===== src/design/dtm_pkg.sv =====
// shared types, codes and helpers of the differential temperature monitor
package dtm_pkg;

	localparam int CHANNELS_DEF = 8;
	localparam int CAL_W = 22;
	localparam int Q_DEPTH = 2;

	localparam logic OP_CHECK = 1'b0;
	localparam logic OP_CALIBRATE = 1'b1;

	localparam logic signed [11:0] CAL_TEMP_RESET = 12'sd320;
	localparam logic [31:0] HOLD_OFF_RESET = 32'd30000;
	localparam logic [15:0] TRIGGER_DELTA_RESET = 16'd80;

	typedef enum logic [1:0] {
		REG_ENABLE = 2'd0,
		REG_HOLD_OFF = 2'd1,
		REG_TRIGGER_DELTA = 2'd2,
		REG_REFERENCE = 2'd3
	} reg_index_t;

	typedef enum logic [1:0] {
		EV_TRIP = 2'd0,
		EV_CLEAR = 2'd1,
		EV_ALL_NORMAL = 2'd2
	} event_t;

	typedef struct packed {
		logic enable;
		logic [31:0] hold_off;
		logic [15:0] trigger_delta;
		logic [2:0] ref_ch;
	} cfg_t;

	typedef struct packed {
		logic [2:0] channel;
		logic active;
		logic eval;
		logic above;
		logic last_of_pass;
		logic [31:0] now_ms;
	} q_entry_t;

	// cal_temp + (cal_raw - sample) / 2, rounded toward zero
	function automatic logic signed [12:0] temperature(
		input logic [9:0] cal_raw,
		input logic [9:0] sample,
		input logic signed [11:0] cal_temp
	);
		logic signed [10:0] d;
		logic signed [10:0] d_adj;
		logic signed [10:0] h;
		d = $signed({1'b0, cal_raw}) - $signed({1'b0, sample});
		d_adj = d + $signed({10'b0, d[10]});
		h = d_adj >>> 1;
		return $signed({cal_temp[11], cal_temp}) + $signed({{2{h[10]}}, h});
	endfunction

endpackage


===== src/design/dtm_ram.sv =====
// generic ram, one write port, two registered read ports
module dtm_ram #(
	parameter int WIDTH = 8,
	parameter int DEPTH = 8,
	localparam int AW = (DEPTH > 1) ? $clog2(DEPTH) : 1
) (
	input  logic             clk,
	input  logic             we,
	input  logic [AW-1:0]    waddr,
	input  logic [WIDTH-1:0] wdata,
	input  logic             re,
	input  logic [AW-1:0]    raddr_a,
	input  logic [AW-1:0]    raddr_b,
	output logic [WIDTH-1:0] rdata_a,
	output logic [WIDTH-1:0] rdata_b
);

	logic [WIDTH-1:0] mem [DEPTH];

	always_ff @(posedge clk) begin
		if (we) begin
			mem[waddr] <= wdata;
		end
		if (re) begin
			rdata_a <= mem[raddr_a];
			rdata_b <= mem[raddr_b];
		end
	end

endmodule


===== src/design/dtm_front.sv =====
// front end: accepts items, stores calibration, computes the temperature difference
module dtm_front import dtm_pkg::*; #(
	parameter int CHANNELS = CHANNELS_DEF,
	localparam int CH_W = $clog2(CHANNELS)
) (
	input  logic                    clk,
	input  logic                    arst_n,
	input  cfg_t                    cfg,
	input  logic                    in_valid,
	output logic                    in_ready,
	input  logic                    operation,
	input  logic [2:0]              channel,
	input  logic [9:0]              raw_sample,
	input  logic [9:0]              reference_sample,
	input  logic [31:0]             now_ms,
	input  logic signed [11:0]      calib_temperature,
	input  logic                    last_of_pass,
	output logic                    push_valid,
	output q_entry_t                push_data,
	input  logic                    push_ready
);

	logic [CHANNELS-1:0] cal_vld_q;
	logic accept, chk_acc, cal_acc, ch_ok, ref_ok, eval;
	logic [CH_W-1:0] ch_idx, ref_idx;
	logic [CAL_W-1:0] cal_ch, cal_ref;

	logic valid_s1, ch_vld_s1, ref_vld_s1, eval_s1, active_s1, last_s1;
	logic [2:0] ch_s1;
	logic [9:0] raw_s1, rsamp_s1;
	logic [31:0] now_s1;

	logic signed [11:0] ct_ch, ct_ref;
	logic signed [12:0] t_ch, t_ref;
	logic signed [13:0] delta;
	logic signed [16:0] delta_x, thr_x;

	assign in_ready = !valid_s1 || push_ready;
	assign accept = in_valid && in_ready;
	assign chk_acc = accept && (operation == OP_CHECK);
	assign ch_idx = CH_W'(channel);
	assign ref_idx = CH_W'(cfg.ref_ch);
	assign ch_ok = int'(channel) < CHANNELS;
	assign ref_ok = int'(cfg.ref_ch) < CHANNELS;
	assign cal_acc = accept && (operation == OP_CALIBRATE) && ch_ok;
	assign eval = ch_ok && ref_ok && (channel != cfg.ref_ch) && cfg.enable;

	dtm_ram #(
		.WIDTH(CAL_W),
		.DEPTH(CHANNELS)
	) u_cal_ram (
		.clk     (clk),
		.we      (cal_acc),
		.waddr   (ch_idx),
		.wdata   ({calib_temperature, raw_sample}),
		.re      (chk_acc),
		.raddr_a (ch_idx),
		.raddr_b (ref_idx),
		.rdata_a (cal_ch),
		.rdata_b (cal_ref)
	);

	always_ff @(posedge clk or negedge arst_n) begin
		if (!arst_n) begin
			cal_vld_q <= '0;
			valid_s1 <= 1'b0;
		end else begin
			if (cal_acc) begin
				cal_vld_q[ch_idx] <= 1'b1;
			end
			if (chk_acc) begin
				valid_s1 <= 1'b1;
			end else if (push_ready) begin
				valid_s1 <= 1'b0;
			end
		end
	end

	always_ff @(posedge clk) begin
		if (chk_acc) begin
			ch_s1 <= channel;
			raw_s1 <= raw_sample;
			rsamp_s1 <= reference_sample;
			now_s1 <= now_ms;
			last_s1 <= last_of_pass;
			eval_s1 <= eval;
			active_s1 <= cfg.enable;
			ch_vld_s1 <= cal_vld_q[ch_idx];
			ref_vld_s1 <= cal_vld_q[ref_idx];
		end
	end

	assign ct_ch = ch_vld_s1 ? $signed(cal_ch[21:10]) : CAL_TEMP_RESET;
	assign ct_ref = ref_vld_s1 ? $signed(cal_ref[21:10]) : CAL_TEMP_RESET;
	assign t_ch = temperature(cal_ch[9:0], raw_s1, ct_ch);
	assign t_ref = temperature(cal_ref[9:0], rsamp_s1, ct_ref);
	assign delta = $signed({t_ch[12], t_ch}) - $signed({t_ref[12], t_ref});
	assign delta_x = $signed({{3{delta[13]}}, delta});
	assign thr_x = $signed({cfg.trigger_delta[15], cfg.trigger_delta});

	assign push_valid = valid_s1;
	always_comb begin
		push_data.channel = ch_s1;
		push_data.active = active_s1;
		push_data.eval = eval_s1;
		push_data.above = delta_x > thr_x;
		push_data.last_of_pass = last_s1;
		push_data.now_ms = now_s1;
	end

endmodule


===== src/design/dtm_queue.sv =====
// two-entry queue between front and back end
module dtm_queue import dtm_pkg::*; (
	input  logic     clk,
	input  logic     arst_n,
	input  logic     push_valid,
	input  q_entry_t push_data,
	output logic     push_ready,
	input  logic     pop,
	output logic     head_valid,
	output q_entry_t head
);

	localparam int PW = (Q_DEPTH > 1) ? $clog2(Q_DEPTH) : 1;
	localparam int CW = $clog2(Q_DEPTH + 1);

	q_entry_t slot_q [Q_DEPTH];
	logic [PW-1:0] wr_ptr_q, rd_ptr_q;
	logic [CW-1:0] count_q;
	logic push, do_pop;

	assign push_ready = count_q != CW'(Q_DEPTH);
	assign head_valid = count_q != '0;
	assign head = slot_q[rd_ptr_q];
	assign push = push_valid && push_ready;
	assign do_pop = pop && head_valid;

	always_ff @(posedge clk or negedge arst_n) begin
		if (!arst_n) begin
			wr_ptr_q <= '0;
			rd_ptr_q <= '0;
			count_q <= '0;
		end else begin
			if (push) begin
				wr_ptr_q <= (wr_ptr_q == PW'(Q_DEPTH - 1)) ? '0 : wr_ptr_q + 1'b1;
			end
			if (do_pop) begin
				rd_ptr_q <= (rd_ptr_q == PW'(Q_DEPTH - 1)) ? '0 : rd_ptr_q + 1'b1;
			end
			if (push && !do_pop) begin
				count_q <= count_q + 1'b1;
			end else if (!push && do_pop) begin
				count_q <= count_q - 1'b1;
			end
		end
	end

	always_ff @(posedge clk) begin
		if (push) begin
			slot_q[wr_ptr_q] <= push_data;
		end
	end

endmodule


===== src/design/dtm_back.sv =====
// back end: trip state, hold-off timers, event generation and output register
module dtm_back import dtm_pkg::*; #(
	parameter int CHANNELS = CHANNELS_DEF,
	localparam int CH_W = $clog2(CHANNELS)
) (
	input  logic       clk,
	input  logic       arst_n,
	input  cfg_t       cfg,
	input  logic       head_valid,
	input  q_entry_t   head,
	output logic       pop,
	output logic       out_valid,
	input  logic       out_ready,
	output logic [1:0] event_res,
	output logic [2:0] event_channel,
	output logic       last
);

	logic [CHANNELS-1:0] tripped_q, tripped_nx;
	logic [31:0] trip_time_q [CHANNELS];
	logic cleared_q, pend_q, out_valid_q, last_q;
	event_t ev_q;
	logic [2:0] ev_ch_q;

	logic [CH_W-1:0] ch_idx;
	logic [31:0] elapsed;
	logic hold_ok, do_trip, do_clear, ev1, any_tripped, all_normal, out_free, issue;

	assign ch_idx = CH_W'(head.channel);
	assign elapsed = head.now_ms - trip_time_q[ch_idx];
	assign hold_ok = head.active && head.eval && (elapsed >= cfg.hold_off);
	assign do_trip = hold_ok && !tripped_q[ch_idx] && head.above;
	assign do_clear = hold_ok && tripped_q[ch_idx] && !head.above;
	assign ev1 = do_trip || do_clear;

	always_comb begin
		tripped_nx = tripped_q;
		if (do_trip) begin
			tripped_nx[ch_idx] = 1'b1;
		end else if (do_clear) begin
			tripped_nx[ch_idx] = 1'b0;
		end
		any_tripped = 1'b0;
		for (int i = 0; i < CHANNELS; i++) begin
			if (tripped_nx[i] && (int'(cfg.ref_ch) != i)) begin
				any_tripped = 1'b1;
			end
		end
	end

	assign all_normal = head.active && head.last_of_pass && (cleared_q || do_clear)
		&& !any_tripped;
	assign out_free = !out_valid_q || out_ready;
	assign issue = head_valid && !pend_q && (out_free || !(ev1 || all_normal));
	assign pop = issue;

	always_ff @(posedge clk or negedge arst_n) begin
		if (!arst_n) begin
			tripped_q <= '0;
			for (int i = 0; i < CHANNELS; i++) begin
				trip_time_q[i] <= '0;
			end
			cleared_q <= 1'b0;
			pend_q <= 1'b0;
			out_valid_q <= 1'b0;
		end else begin
			if (issue) begin
				tripped_q <= tripped_nx;
				if (do_trip) begin
					trip_time_q[ch_idx] <= head.now_ms;
				end
				if (head.last_of_pass) begin
					cleared_q <= 1'b0;
				end else if (do_clear) begin
					cleared_q <= 1'b1;
				end
			end
			if (out_free) begin
				if (pend_q) begin
					out_valid_q <= 1'b1;
					pend_q <= 1'b0;
				end else if (issue && (ev1 || all_normal)) begin
					out_valid_q <= 1'b1;
					pend_q <= ev1 && all_normal;
				end else begin
					out_valid_q <= 1'b0;
				end
			end
		end
	end

	always_ff @(posedge clk) begin
		if (out_free) begin
			if (pend_q) begin
				ev_q <= EV_ALL_NORMAL;
				ev_ch_q <= '0;
				last_q <= 1'b1;
			end else if (ev1) begin
				ev_q <= do_trip ? EV_TRIP : EV_CLEAR;
				ev_ch_q <= head.channel;
				last_q <= !all_normal;
			end else begin
				ev_q <= EV_ALL_NORMAL;
				ev_ch_q <= '0;
				last_q <= 1'b1;
			end
		end
	end

	assign out_valid = out_valid_q;
	assign event_res = ev_q;
	assign event_channel = ev_ch_q;
	assign last = last_q;

endmodule


===== src/design/differential_temperature_monitor.sv =====
// Differential temperature monitor. A check item is accepted every cycle while in_ready
// is high; it passes a calibration ram read stage, a two-entry queue and the trip-state
// stage, and its events are then registered in the output register. A check that both
// clears a channel and ends an all-normal pass gives two results, which the output
// register shows one after the other.
// Calibrate items are finished in the cycle they are accepted and give no result.
// Uncalibrated channels use calibration temperature 320; no clearing pass runs after reset.
module differential_temperature_monitor import dtm_pkg::*; #(
	parameter int CHANNELS = CHANNELS_DEF
) (
	input  logic               clk,
	input  logic               arst_n,
	input  logic               cfg_we,
	input  logic [1:0]         cfg_index,
	input  logic [31:0]        cfg_data,
	input  logic               in_valid,
	output logic               in_ready,
	input  logic               operation,
	input  logic [2:0]         channel,
	input  logic [9:0]         raw_sample,
	input  logic [9:0]         reference_sample,
	input  logic [31:0]        now_ms,
	input  logic signed [11:0] calib_temperature,
	input  logic               last_of_pass,
	output logic               out_valid,
	input  logic               out_ready,
	output logic [1:0]         event_res,
	output logic [2:0]         event_channel,
	output logic               last
);

	cfg_t cfg_q;
	logic push_valid, push_ready, head_valid, pop;
	q_entry_t push_data, head;

	always_ff @(posedge clk or negedge arst_n) begin
		if (!arst_n) begin
			cfg_q.enable <= 1'b1;
			cfg_q.hold_off <= HOLD_OFF_RESET;
			cfg_q.trigger_delta <= TRIGGER_DELTA_RESET;
			cfg_q.ref_ch <= '0;
		end else if (cfg_we) begin
			unique case (reg_index_t'(cfg_index))
				REG_ENABLE: cfg_q.enable <= cfg_data[0];
				REG_HOLD_OFF: cfg_q.hold_off <= cfg_data;
				REG_TRIGGER_DELTA: cfg_q.trigger_delta <= cfg_data[15:0];
				REG_REFERENCE: cfg_q.ref_ch <= cfg_data[2:0];
				default: cfg_q <= cfg_q;
			endcase
		end
	end

	dtm_front #(
		.CHANNELS(CHANNELS)
	) u_front (
		.clk               (clk),
		.arst_n            (arst_n),
		.cfg               (cfg_q),
		.in_valid          (in_valid),
		.in_ready          (in_ready),
		.operation         (operation),
		.channel           (channel),
		.raw_sample        (raw_sample),
		.reference_sample  (reference_sample),
		.now_ms            (now_ms),
		.calib_temperature (calib_temperature),
		.last_of_pass      (last_of_pass),
		.push_valid        (push_valid),
		.push_data         (push_data),
		.push_ready        (push_ready)
	);

	dtm_queue u_queue (
		.clk        (clk),
		.arst_n     (arst_n),
		.push_valid (push_valid),
		.push_data  (push_data),
		.push_ready (push_ready),
		.pop        (pop),
		.head_valid (head_valid),
		.head       (head)
	);

	dtm_back #(
		.CHANNELS(CHANNELS)
	) u_back (
		.clk           (clk),
		.arst_n        (arst_n),
		.cfg           (cfg_q),
		.head_valid    (head_valid),
		.head          (head),
		.pop           (pop),
		.out_valid     (out_valid),
		.out_ready     (out_ready),
		.event_res     (event_res),
		.event_channel (event_channel),
		.last          (last)
	);

	// all-normal closes an item and names no channel
	a_all_normal_last: assert property (@(posedge clk) disable iff (!arst_n)
		out_valid && (event_res == EV_ALL_NORMAL) |-> last && (event_channel == 3'd0))
		else $error("all-normal result not last or has a channel");

	// a non-final result is a trip or clear and is followed by the all-normal item
	a_first_of_two: assert property (@(posedge clk) disable iff (!arst_n)
		out_valid && !last |-> (event_res == EV_TRIP) || (event_res == EV_CLEAR))
		else $error("non-final result is not a channel event");

	a_second_follows: assert property (@(posedge clk) disable iff (!arst_n)
		out_valid && out_ready && !last |=> out_valid && (event_res == EV_ALL_NORMAL))
		else $error("second result missing after first");

	// pop is only raised while the queue holds an item
	a_no_pop_empty: assert property (@(posedge clk) disable iff (!arst_n)
		pop |-> head_valid)
		else $error("pop from empty queue");

endmodule

===== config.mk =====
export PLATFORM = sky130hd
export DESIGN_NAME = differential_temperature_monitor
export DESIGN_NICKNAME = d
export VERILOG_FILES = /design/src/design/dtm_pkg.sv /design/src/design/dtm_ram.sv /design/src/design/dtm_front.sv /design/src/design/dtm_queue.sv /design/src/design/dtm_back.sv /design/src/design/differential_temperature_monitor.sv
export SDC_FILE = /design/constraint.sdc
export NUM_CORES = 1
export LEC_CHECK = 0
export ABC_AREA = 0
export BUFFER_PORTS_ARGS = -buffer_cell sky130_fd_sc_hd__buf_4
export CELL_PAD_IN_SITES_DETAIL_PLACEMENT = 1
export CELL_PAD_IN_SITES_GLOBAL_PLACEMENT = 1
export CORE_ASPECT_RATIO = 1.5
export CORE_MARGIN = 1
export CORE_UTILIZATION = 35
export DETAILED_ROUTE_END_ITERATION = 6
export PLACE_DENSITY_LB_ADDON = 0.1
export SLEW_MARGIN = 20
export SYNTH_ARGS = -nofsm -noshare
export SYNTH_HDL_FRONTEND = slang
export SYNTH_HIERARCHICAL = 1
export SYNTH_SLANG_ARGS = --single-unit

===== constraint.sdc =====
create_clock -name clk -period 7.4 [get_ports clk]
set_clock_uncertainty 0.05 [all_clocks]
set_input_delay 1.48 -clock clk [delete_from_list [all_inputs] [get_ports clk]]
set_output_delay 1.48 -clock clk [all_outputs]
set_load 0.01 [all_outputs]

---- Word-level counts from Yosys, hierarchy flattened ----
Memories as Yosys holds them, arrays and structs flattened. A register that Yosys moved wholly into a read port is not among the register bits.
Cells that the tools add are included.
operators by class
  $add $sub $neg .......................... 12
  mux-type cells .......................... 45
  divide/modulo/power cells ............... 0
  reduce and logical (&&, ||, !) cells .... 61
  multiply operators ...................... 0
  bitwise logic cells ..................... 7
  $lt $le $gt $ge ......................... 9
  shift operators ......................... 0
  eq/ne operators ......................... 12
operators by type and width
  operator                                                    count
  bitwise mux 256 bit                                         1
  binary-select mux 32 bit (select 3 bit)                     1
  demux 32 bit (select 3 bit)                                 1
  two-way mux 32 bit                                          3
  greater-or-equal comparator 32 bit                          1
  logical AND 1 bit                                           32
  subtractor 32 bit                                           1
  two-way mux 1 bit                                           28
  adder 12 x 10 -> 13 bit                                     2
  two-way mux 12 bit                                          2
  adder 11 x 2 -> 11 bit                                      2
  subtractor 10 x 10 -> 11 bit                                2
  greater-than comparator 14 x 16 -> 1 bit                    1
  two-way mux 8 bit                                           2
  OR 8 bit                                                    2
  subtractor 13 x 13 -> 14 bit                                1
  less-than comparator 3 x 4 -> 1 bit, second input constant  3
  != test 3 bit, second input constant                        4
  AND reduction 2 bit                                         6
  zero test 1 bit                                             10
  binary-select mux 1 bit (select 3 bit)                      3
  AND 8 bit                                                   1
  inverter 8 bit                                              1
  nonzero test 2 bit                                          4
  20 further kinds                                            32
word-level totals
  register bits ........................... 398
  ROM bits ................................ 0
  latch bits .............................. 0
  memory bits (writable) .................. 254
  memories kept ........................... 2
memory list
  name                   words  bits a word  read ports  clocked after Yosys merged registers in  write ports  line             RTL
  u_front.u_cal_ram.mem  8      22           2           2                                        1            dtm_ram.sv:18    logic [WIDTH-1:0] mem [DEPTH];
  u_queue.slot_q         2      39           1           0                                        1            dtm_queue.sv:16  q_entry_t slot_q [Q_DEPTH];

---- Depth between registers and ports, before layout ----
Gate-level depths: netlist (run 1).
An unclocked memory read counts as a cell.
  depth after elaboration ................. 31
  gate-level depth with buffers ........... 39
  depth with buffers taken out ............ 33

---- Hierarchy ----
Netlist (run 1), hierarchy kept.
by module, submodules not included
  module                            times used  area an instance (µm²)  sequential area each (µm²)  cells an instance
  dtm_back                          1           14470.1                 6861.6                      1207
  dtm_ram                           1           9596.7                  6606.3                      389
  dtm_front                         1           5529.1                  2026.9                      535
  dtm_queue                         1           3032.9                  2442.3                      139
  differential_temperature_monitor  1           2147.1                  1313.8                      112

---- Least setup slack after synthesis (run 1) ----
OpenSTA, ideal clock, no wires.
  path type ............................... register to register
  start ................................... register u_queue.rd_ptr_q
  end ..................................... register u_queue.count_q[1]
  cell stages (with the launch flop) ...... 38
  arrival ................................. 7767 ps
  required time ........................... 7224 ps
  setup slack ............................. -543 ps
  path buffers ............................ 5
  library setup time ...................... 126 ps
  cells stage by stage .................... dfrtp_1 -> buf_6 -> mux2_2 -> clkbuf_1 -> clkbuf_1 -> nor3b_1 -> clkbuf_1 -> buf_1 -> a22oi_1 -> nand4_1 -> ha_1 -> inv_1 -> fa_1 -> a21oi_1 -> nor2b_1 -> o31a_1 -> o311a_1 -> a21oi_1 -> [2 not listed] -> o21ai_1 -> a221oi_1 -> xnor2_1 -> ha_1 -> nand4_2 -> nor4_4 -> o2111ai_2 -> a21o_1 -> a2111o_1 -> a22oi_2 -> o2111ai_1 -> a211o_1 -> o221a_4 -> nand2_2 -> ha_1 -> xor2_1 -> nor2_1 -> xor2_1
RTL lines
  item                    line             RTL
  start, declared         dtm_queue.sv:17  logic [PW-1:0] wr_ptr_q, rd_ptr_q;
  start signal, assigned  dtm_queue.sv:37  rd_ptr_q <= (rd_ptr_q == PW'(Q_DEPTH - 1)) ? '0 : rd_ptr_q + 1'b1;
  end signal, assigned    dtm_queue.sv:40  count_q <= count_q + 1'b1;
  end signal, assigned    dtm_queue.sv:42  count_q <= count_q - 1'b1;
  end, declared           dtm_queue.sv:18  logic [CW-1:0] count_q;

==> run_results.csv, run 1 <==
group,metric,value,unit
drt,drt_iter0_drc,851,
global_routing,antenna_found_initial,5,
floorplan,die_h,388,um
sta,layout_min_cycle_time,7.35,ns
cells_and_area,design_area,0.0422,mm2
place,dpl.hpwl,76000,um
cells_and_area,fillers,9888,
clocking,clkLatencyLatePin,0.68,ns
floorplan,io_pins,116,
worst_setup_path,end_kind,"flop",
drt,first_pass_iters,5,
worst_setup_path,cpMaxStageDelayCell,"dfrtp_2",
worst_setup_path,crit_path_start_kind,"flop",
drt,drt-total-wl,106000,um
cells_and_area,area_growth,21.2,%
drt,ant_nets,0,
place,dp_cells,3900,
power_and_ir_drop,total_power,18.4,mW
run_status,status,"completed",
global_routing,grt_use_total,21.1,%
sta,period_share,99.3,%
floorplan,die-area,0.101,mm2
clocking,postCtsHoldBufs,0,
global_routing,grt_max_degree,164,
clocking,cts.clk_slew.worst_paths,0.07,ns
logic_synthesis,mappedNetlistArea,0.0348,mm2
drt,drc,0,
power_and_ir_drop,p_leak,17.6,nW
drt,vias,21606,
logic_synthesis,synth_enable_flop_cells,364,
worst_setup_path,critical-path-max-stage-delay,0.45,ns
cells_and_area,final_cell_count_no_fill,4065,
sta,setup_viol,0,
logic_synthesis,async_flop_share,47.7,%
logic_synthesis,synth_ff_type,"edfxtp_1",
cells_and_area,multi_input_area,0.0150,mm2
sta,maxSlewViolCount,0,
logic_synthesis,yosysSeqAreaShare,55.4,%
logic_synthesis,synth-seq-cells,696,
logic_synthesis,ys_warn_count,6,
global_routing,grt_pass1_wl,156000,um
power_and_ir_drop,ir_drop,0.000224,V
logic_synthesis,syn_area_per_cell,14.6,um2
worst_setup_path,crit_type,"flop to flop",
global_routing,grt_pass1_vias,24646,
drt,via_per_inst,5.32,
floorplan,initial_core_util,35.3,%
place,place.gp.congestion,0.884,
power_and_ir_drop,p_per_area,437,mW/mm2
logic_synthesis,syn_inst,2382,
cells_and_area,final_nets,2969,
clocking,cts_buffers,74,
sta,rsz0062_at_grt,"yes",
logic_synthesis,ys_types,98,
worst_setup_path,worstPathMaxFanout,9,
floorplan,core,0.0984,mm2
run,maxCapViolations,0,
logic_synthesis,syn_nets,2635,
place,dpl_cell_area,0.0388,mm2
global_routing,grt.overflow.total,0,
clocking,h-tree-depth,3,
clocking,cts_tree,"yes",
sta,worst_slack,0.0491,ns
drt,routedWlPerCell,26.0,um
cells_and_area,layout-drive-gt1-share,28.3,%
cells_and_area,seq_area,0.0193,mm2
sta,relSlewSlack,18.6,%
floorplan,placementRows,141,
min_path,hold_path.class,"flop to flop",
clocking,cts.sinks,696,
floorplan,die_x,259,um
worst_setup_path,cp.required,7.93,ns
sta,fmax,136,MHz
clocking,clockBufferDepth,3,
sta,hold_violations,0,
worst_setup_path,arrival,7.88,ns
clocking,root_buffer,"clkbuf_16",
place,place_ws,-0.384,ns
sta,worst_slew_pin_slew,1.21,ns
place,port_buffers,115,
[report_power, final]
group	switching [mW]	internal, mW	total [mW]
Combinational	4.93	4.09	9.02
Clock	1.66	2.24	3.91
Sequential	0.522	4.96	5.48
[worst max-delay path: cells and delay by family (launching register included)]
kind / cells / cell delay (ns)
AOI/OAI and AO/OA: 12 / 2.50
muxes: 1 / 0.34
buffers and inverters: 5 / 0.77
DFF: 1 / 0.45
adders and majority gates: 3 / 0.70
and+or+nand+nor: 12 / 2.00
xor gates and xnor gates: 3 / 0.41
[cell usage after synthesis (all sizes together), types with 46 or more instances]
cell type,number,area (um2)
clkbuf,46,176
inv,140,526
a21oi,58,294
o21ai,57,285
nand2,78,295
edfxtp,364,10900
mux2,393,4580
dfrtp,322,8060
a22oi,90,681
nor2,69,292
ha,119,1490
buf,60,438
mux4,92,2360
[sequential cells by signal (all words and copies together), names as in the netlist, 8 cells and up]
name and flops:
u_back/tripped_q 8, cfg_q 52, u_front/cal_vld_q 8, u_back/trip_time_q 256
u_front/raw_s1 10, u_front/u_cal_ram/rdata_a 22, u_front/u_cal_ram/mem 176, u_front/rsamp_s1 10
u_queue/slot_q 78, u_front/now_s1 32, u_front/u_cal_ram/rdata_b 22
[cells by family after synthesis]
logic type	after synthesis	share of synthesized area, %
AOI/OAI and AO/OA	389	8.11
xor gates and xnor gates	72	1.87
adders and majority gates	145	5.78
buffers and inverters	246	3.28
DFF	696	55.4
muxes	489	20.1
and+or+nand+nor	345	5.52
[cell usage in the layout, fill, tap and decap left out, types with 11 or more instances in the layout]
cell type,count
o21bai_1,11
inv_1,139
nor2_1,49
a21o_1,24
ha_1,109
clkbuf_16,77
nand3_1,27
nand2b_1,19
xnor2_1,40
mux2_1,254
mux2_4,43
o21ai_0,39
nor2b_1,16
and2_1,21
mux2_2,96
mux4_2,16
buf_12,29
xor2_1,25
and3_1,27
nand2_1,76
a221oi_1,16
edfxtp_1,364
o211ai_1,12
clkinv_2,20
buf_4,314
fa_1,24
o21ai_1,15
mux4_1,76
dfrtp_1,319
nor3_1,13
nor2_4,16
nand4_1,12
buf_6,15
o21a_1,15
a22oi_1,86
a22o_1,22
a21oi_1,50
[cell type report]
class	instances	area share (%)
flip-flops and latches	696	45.7
multi-input cells	1440	35.6
repair buffers	364	7.63
clock buffers	90	4.75
well taps	1287	3.82
clock inverters	47	1.30
inverters	140	1.25
diodes	1	0.00594
[stage by stage]
step,hold WS (ns),util (%),TNS (ns)
after floorplan,0.371,-,0
after global placement,0.374,39.4,-6.64
after detailed placement,0.385,39.4,-38.56
after CTS,0.402,42.2,-0.00424
after global routing,0.416,42.8,-51.83
final,0.398,42.8,0
[path summary, 6_finish.rpt]
path | startpoint | endpoint | slack (ns) | cells past startpoint
setup reg to reg | u_queue/rd_ptr_q | u_queue/count_q[1] | 0.05 | 36
setup / recovery | u_queue/rd_ptr_q | u_queue/count_q[1] | 0.05 | 36
max in group asynchronous | arst_n | u_back/trip_time_q[30] | 4.71 | 3
min in group asynchronous | arst_n | cfg_q[36] | 0.73 | 1
hold / removal | u_front/eval_s1 | u_queue/slot_q[0][34] | 0.40 | 0
hold reg to reg | u_front/eval_s1 | u_queue/slot_q[0][34] | 0.40 | 0
[timing repair]
action                                 CTS  global route
setup endpoints to repair              236           267
pin swaps                               21            64
endpoints found under the hold margin    0             0
resized for setup                       30            90
cloned                                   0             2
buffers inserted                         9            18
[metal layers]
metal	up-vias	part of all wire (%)	track usage, %
li1	9779	-	-
met1	11229	33	19.9
met2	366	59	42.9
met3	224	2.8	2.63
met4	8	5.1	10.8
met5	-	0.051	0
Power figures use the tool's default switching activity.
==> inputs of run 2 (changes only) <==
--- a/config.mk
+++ b/config.mk
@@ -13,7 +13,8 @@
 export CORE_MARGIN = 1
 export CORE_UTILIZATION = 35
 export DETAILED_ROUTE_END_ITERATION = 6
-export PLACE_DENSITY_LB_ADDON = 0.1
+export MAX_ROUTING_LAYER = met4
+export PLACE_DENSITY_LB_ADDON = 0.15
 export SLEW_MARGIN = 20
 export SYNTH_ARGS = -nofsm -noshare
 export SYNTH_HDL_FRONTEND = slang
==> run_results.csv, run 2 (same netlist as run 1, synthesis figures left out) <==
group,metric,value,unit
run_status,status,"complete, but fails checks",
run_status,violations,"negative setup slack",
clocking,h-tree-depth,3,
cells_and_area,fillers,9892,
cells_and_area,utilization,43.0,%
min_path,worstHoldStart,"u_front/eval_s1",
place,place.gp.congestion,0.916,
clocking,cts.sinks,696,
power_and_ir_drop,p_leak,17.7,nW
worst_setup_path,end_kind,"flop",
worst_setup_path,reg2reg_to,"u_queue/count_q[1]",
clocking,root_buffer,"clkbuf_16",
min_path,hold_path_end,"u_queue/slot_q[1][34]",
cells_and_area,largest_reg_flops,256,
worst_setup_path,ff2ff_path_depth,35,
floorplan,core,0.0984,mm2
worst_setup_path,reg2reg_from,"u_queue/rd_ptr_q",
clocking,cts_buffers,75,
drt,first_pass_iters,4,
place,port_buffers,115,
worst_setup_path,cpMaxStageDelayCell,"dfrtp_2",
cells_and_area,mostFrequentLayoutCells,"edfxtp_1, dfrtp_1, buf_4, mux2_1, inv_1",
min_path,hold_path.class,"flop to flop",
clocking,cts_tree,"yes",
sta,maxSlewViolCount,0,
cells_and_area,regMostFlops,"u_back/trip_time_q",
power_and_ir_drop,total_power,18.3,mW
drt,routedWlPerCell,25.8,um
power_and_ir_drop,p_per_area,432,mW/mm2
worst_setup_path,arrival,8.04,ns
sta,rsz0062_at_grt,"yes",
run,maxCapViolations,0,
drt,drt_iter0_drc,879,
global_routing,grt_use_total,21.3,%
floorplan,io_pins,116,
worst_setup_path,reg2reg_slack,-0.15,ns
place,dp_cells,3900,
floorplan,initial_core_util,35.3,%
worst_setup_path,cp.depth,35,
min_path,whs_path_depth,0,
sta,fmax,132,MHz
sta,layout_min_cycle_time,7.55,ns
drt,vias,21817,
place,dpl.hpwl,73800,um
clocking,postCtsHoldBufs,0,
worst_setup_path,critical-path-top-delay-family,"compound AO/OA/AOI/OAI gates",
sta,setup_viol,13,
worst_setup_path,cp.required,7.89,ns
global_routing,grt_pass1_vias,24485,
floorplan,placementRows,141,
sta,worst_slack,-0.147,ns
worst_setup_path,cp_common_cell,"buf_6",
floorplan,die_x,259,um
worst_setup_path,cp_num_buf_inv,7,
floorplan,die-area,0.101,mm2
drt,via_per_inst,5.35,
sta,worst_slew_pin_slew,1.12,ns
sta,period_share,102,%
drt,ant_nets,0,
worst_setup_path,crit_type,"flop to flop",
power_and_ir_drop,ir_drop,0.000258,V
cells_and_area,final_nets,2982,
cells_and_area,final_cell_count_no_fill,4078,
drt,drc,0,
sta,relSlewSlack,24.8,%
global_routing,grt.overflow.total,0,
clocking,cts.clk_slew.worst_paths,0.06,ns
sta,hold_violations,0,
worst_setup_path,worstPathMaxFanout,5,
global_routing,antenna_found_initial,2,
floorplan,die_h,388,um
clocking,clockBufferDepth,3,
cells_and_area,area_growth,21.7,%
worst_setup_path,critical-path-max-stage-delay,0.45,ns
cells_and_area,layout-drive-gt1-share,27.9,%
cells_and_area,final_common_cell,"edfxtp_1",
clocking,clkLatencyLatePin,0.68,ns
worst_setup_path,crit_path_start_kind,"flop",
global_routing,grt_max_degree,162,
global_routing,grt_pass1_wl,155000,um
cells_and_area,top_regs,"u_back/trip_time_q (256), u_front/u_cal_ram/mem (176), u_queue/slot_q (78)",
drt,drt-total-wl,105000,um
==> run 2: changes by cell type in the layout (fill, tap and decap cells not counted), sizes merged <==
cell      before  now
clkinv        28   20
clkinvlp       5    4
bufinv         8    5
diode          1    2
buf          362  370
inv          146  144
clkbuf        92  110
==> run 2: worst max path at each step <==
stage	slack (ns)	startpoint	end
after global placement	-0.33	u_queue/rd_ptr_q	u_queue/count_q[1]
after floorplan	0.001	u_queue/rd_ptr_q	u_queue/count_q[1]
after detailed placement	-0.54	u_queue/rd_ptr_q	u_queue/count_q[1]
final	-0.15	u_queue/rd_ptr_q	u_queue/count_q[1]
after global routing	-0.41	u_queue/rd_ptr_q	u_queue/count_q[1]
after CTS	-0.02	u_queue/rd_ptr_q	u_queue/count_q[1]
==> run 2: power by group <==
part	total (mW)	switching [mW]	internal [mW]
registers	5.46	0.498	4.96
clock network	3.86	1.67	2.19
logic	8.94	4.81	4.13
==> run 2: worst reg2reg max path, delay by kind of cell, from the launching register on <==
kind / cells / cell delay [ns]
xor+xnor: 2 / 0.28
mux: 1 / 0.34
fa+ha+maj: 3 / 0.84
compound gates: 13 / 3.04
simple gates: 9 / 1.40
buf+inv: 7 / 1.03
flops: 1 / 0.45
==> run 2: per-stage QoR <==
step | setup slack, ns | area [um2] | setup TNS (ns) | hold slack (ns)
floorplan | 0.00114 | 34900 | 0 | 0.371
global placement | -0.326 | 38800 | -14.11 | 0.379
detailed placement | -0.545 | 38800 | -71.49 | 0.383
CTS | -0.0225 | 41700 | -0.0225 | 0.393
global route | -0.413 | 42300 | -47.42 | 0.400
finish | -0.147 | 42300 | -0.312 | 0.399
==> run 2: metal layers <==
metal  global-route usage [%]  wire length (um)  vias to the layer above
met2                     40.8             60800                      342
met4                     9.25              4440                        0
met5                        -                 0                        -
li1                         -                 -                     9811
met1                     21.2             37400                    11472
met3                     2.59              2770                      192
==> run 2: area by class of cell <==
| type | count | area [um2] | share of cell area (%) |
|---|---|---|---|
| diodes | 2 | 5.00 | 0.0118 |
| inverters | 140 | 526 | 1.24 |
| well taps | 1287 | 1610 | 3.81 |
| multi-input cells | 1440 | 14900 | 35.3 |
| clock buffers | 104 | 2100 | 4.95 |
| flip-flops and latches | 696 | 19300 | 45.5 |
| repair buffers | 376 | 3450 | 8.16 |
| clock inverters | 33 | 423 | 0.999 |
==> run 2: repair_timing <==
item / 4_1_cts / 5_1_grt
setup endpoints to repair: 270 / 265
gates resized for setup: 47 / 53
buffers inserted: 16 / 16
gates cloned: 0 / 7
pin swaps: 38 / 53
==> inputs of run 3 (changes only) <==
--- a/config.mk
+++ b/config.mk
@@ -18,5 +18,4 @@
 export SLEW_MARGIN = 20
 export SYNTH_ARGS = -nofsm -noshare
 export SYNTH_HDL_FRONTEND = slang
-export SYNTH_HIERARCHICAL = 1
 export SYNTH_SLANG_ARGS = --single-unit
==> run_results.csv, run 3 <==
group,metric,value,unit
logic_synthesis,yosysSeqAreaShare,58.2,%
cells_and_area,area_growth,21.9,%
power_and_ir_drop,ir_drop,0.000203,V
floorplan,core,0.0932,mm2
place,place_ws,-0.426,ns
place,dpl.hpwl,72900,um
logic_synthesis,async_flop_share,47.7,%
drt,drt-total-wl,103000,um
logic_synthesis,synth_top_area_cell,"edfxtp_1",
drt,via_per_inst,5.30,
power_and_ir_drop,p_clk_share,22.7,%
global_routing,grt_use_total,22.6,%
worst_setup_path,cp_common_cell,"a21oi_2",
power_and_ir_drop,p_seq_share,30.2,%
drt,vias,23034,
clocking,postCtsHoldBufs,0,
cells_and_area,mostFrequentLayoutCells,"edfxtp_1, buf_4, nand2_1, dfrtp_1, o21ai_0",
clocking,clkLatencyLatePin,0.66,ns
worst_setup_path,arrival,7.49,ns
drt,drt_iter0_drc,1223,
logic_synthesis,synth_ff_type,"edfxtp_1",
cells_and_area,final_common_cell,"edfxtp_1",
floorplan,die_x,253,um
min_path,hold_path.class,"flop to flop",
floorplan,placementRows,137,
cells_and_area,largest_reg_flops,256,
place,place.gp.congestion,0.867,
logic_synthesis,synth-seq-cells,696,
floorplan,die-area,0.0958,mm2
cells_and_area,final_nets,3285,
power_and_ir_drop,p_leak,16.4,nW
worst_setup_path,worstPathMaxFanout,3,
power_and_ir_drop,p_per_area,413,mW/mm2
sta,setup_viol,0,
global_routing,grt_pass1_vias,25466,
worst_setup_path,critical-path-max-stage-delay,0.41,ns
logic_synthesis,synth_most_common_cell,"edfxtp_1",
logic_synthesis,syn_nets,2953,
sta,finalSetupTns,0,ns
cells_and_area,design_area,0.0403,mm2
clocking,cts.clk_slew.worst_paths,0.07,ns
cells_and_area,regMostFlops,"u_back.trip_time_q",
run_status,status,"completed",
sta,fmax,140,MHz
logic_synthesis,synth_top_cell_area_share,33.0,%
sta,whs,0.400,ns
place,port_buffers,115,
global_routing,grt_max_degree,134,
sta,maxSlewViolCount,0,
logic_synthesis,syn_inst,2701,
cells_and_area,utilization,43.2,%
clocking,cts.sinks,696,
drt,drc,0,
power_and_ir_drop,combPwrFrac,47.1,%
power_and_ir_drop,switching_power,6.15,mW
global_routing,grt_pass1_wl,157000,um
worst_setup_path,crit_type,"flop to flop",
logic_synthesis,syn_area_per_cell,12.3,um2
clocking,cts_tree,"yes",
logic_synthesis,synth_enable_flop_cells,364,
worst_setup_path,end_kind,"flop",
clocking,cts_buffers,75,
sta,layout_min_cycle_time,7.13,ns
worst_setup_path,cp.required,7.76,ns
floorplan,io_pins,116,
sta,worst_slack,0.270,ns
sta,period_share,96.3,%
sta,hold_violations,0,
place,dpl_cell_area,0.0374,mm2
power_and_ir_drop,internal_power,10.5,mW
drt,ant_nets,0,
clocking,root_buffer,"clkbuf_16",
global_routing,grt.overflow.total,0,
clocking,h-tree-depth,3,
sta,rsz0062_at_grt,"yes",
drt,first_pass_iters,5,
logic_synthesis,netlist_top_cells_count,"edfxtp_1, nand2_1, dfrtp_1",
sta,worst_slew_pin_slew,1.17,ns
floorplan,initial_core_util,35.5,%
cells_and_area,layout-drive-gt1-share,25.4,%
floorplan,die_h,379,um
logic_synthesis,ys_warn_count,0,
worst_setup_path,crit_path_start_kind,"flop",
worst_setup_path,cpMaxStageDelayCell,"fa_1",
clocking,clockBufferDepth,3,
cells_and_area,top_regs,"u_back.trip_time_q (256), u_front.u_cal_ram.mem (176), u_queue.slot_q (78)",
logic_synthesis,ys_types,73,
power_and_ir_drop,swShare,37.0,%
logic_synthesis,mappedNetlistArea,0.0331,mm2
drt,routedWlPerCell,23.7,um
sta,relSlewSlack,21.5,%
logic_synthesis,synth_area_leaders,"edfxtp_1, dfrtp_1, ha_1",
global_routing,antenna_found_initial,3,
run,maxCapViolations,0,
==> run 3: changes by cell type after synthesis, sizes merged, moves of 16 or more <==
cell and change:
nand4 +27, inv +17, o21ai +210, nand2 +249, o22ai +16, a22oi +56, clkbuf +72, mux2i +38
mux4 -45, a21oi +18, buf -46, mux2 -283
==> run 3: cell type report <==
type	instances	area, um2
Multi-Input combinational cell	1716	13300
Clock inverter	32	327
Timing Repair Buffer	387	3220
Fill cell	9900	52900
Clock buffer	104	2090
Inverter	157	589
Sequential cell	696	19300
Antenna cell	3	7.51
Tap cell	1251	1570
==> run 3: cell families (layout without fill, tap and decap cells) <==
group | count (synthesis) | after routing | synth area share (%)
compound gates | 667 | 667 | 12.8
xor+xnor | 76 | 76 | 2.01
fa+ha+maj | 144 | 144 | 6.08
buf+inv | 289 | 680 | 3.37
flops | 696 | 696 | 58.2
mux | 199 | 199 | 8.53
other cells | 0 | 3 | 0
simple gates | 630 | 630 | 9.06
==> run 3: path summary, 6_finish.rpt <==
kind	endpoint	slack, ns	from	depth (start not counted)
setup / recovery	u_queue.slot_q[1][33]	0.27	u_front.u_cal_ram.rdata_a[0]	36
max in group asynchronous	u_back.trip_time_q[65]	5.18	arst_n	2
min in group asynchronous	u_back.trip_time_q[84]	0.81	arst_n	1
hold / removal	u_queue.slot_q[1][21]	0.40	u_front.now_s1[21]	0
hold reg to reg	u_queue.slot_q[1][21]	0.40	u_front.now_s1[21]	0
setup reg to reg	u_queue.slot_q[1][33]	0.27	u_front.u_cal_ram.rdata_a[0]	36
==> run 3: power groups by stage <==
stage | Clock [mW] | Combinational (mW) | Sequential, mW
final | 3.78 | 7.83 | 5.03
after global routing | 4.01 | 8.63 | 5.09
after CTS | 3.89 | 7.59 | 5.03
after detailed placement | 0 | 7.42 | 5.09
after global placement | 0 | 7.21 | 5.08
after floorplan | 0 | 4.41 | 4.96
==> run 3: metrics by stage <==
| stage | cells | total power [mW] |
|---|---|---|
| detailed placement | 4193 | 12.5 |
| finish | 4346 | 16.6 |
| global route | 4346 | 17.7 |
| floorplan | 2701 | 9.37 |
| CTS | 4331 | 16.5 |
| global placement | 4193 | 12.3 |
==> run 3: metal layers <==
metal	global-route usage, %	part of all wire, %	wire length, um
met1	24.8	39	39700
met2	41.6	55	56100
met3	2.51	3.4	3480
met4	8.76	3.5	3590
met5	-	0	0
==> run 3: worst max-delay path, delay by kind of cell (launching register included) <==
family	cells	cell delay (ns)
buf+inv	5	0.37
compound gates	16	2.45
fa+ha+maj	8	2.48
xor+xnor	1	0.15
simple gates	6	1.01
flops	1	0.37
==> run 3: what timing repair did <==
item	in CTS	in global routing
setup buffers	2	11
endpoints found under the setup margin	273	240
resized for setup	27	70
pin swaps	8	46
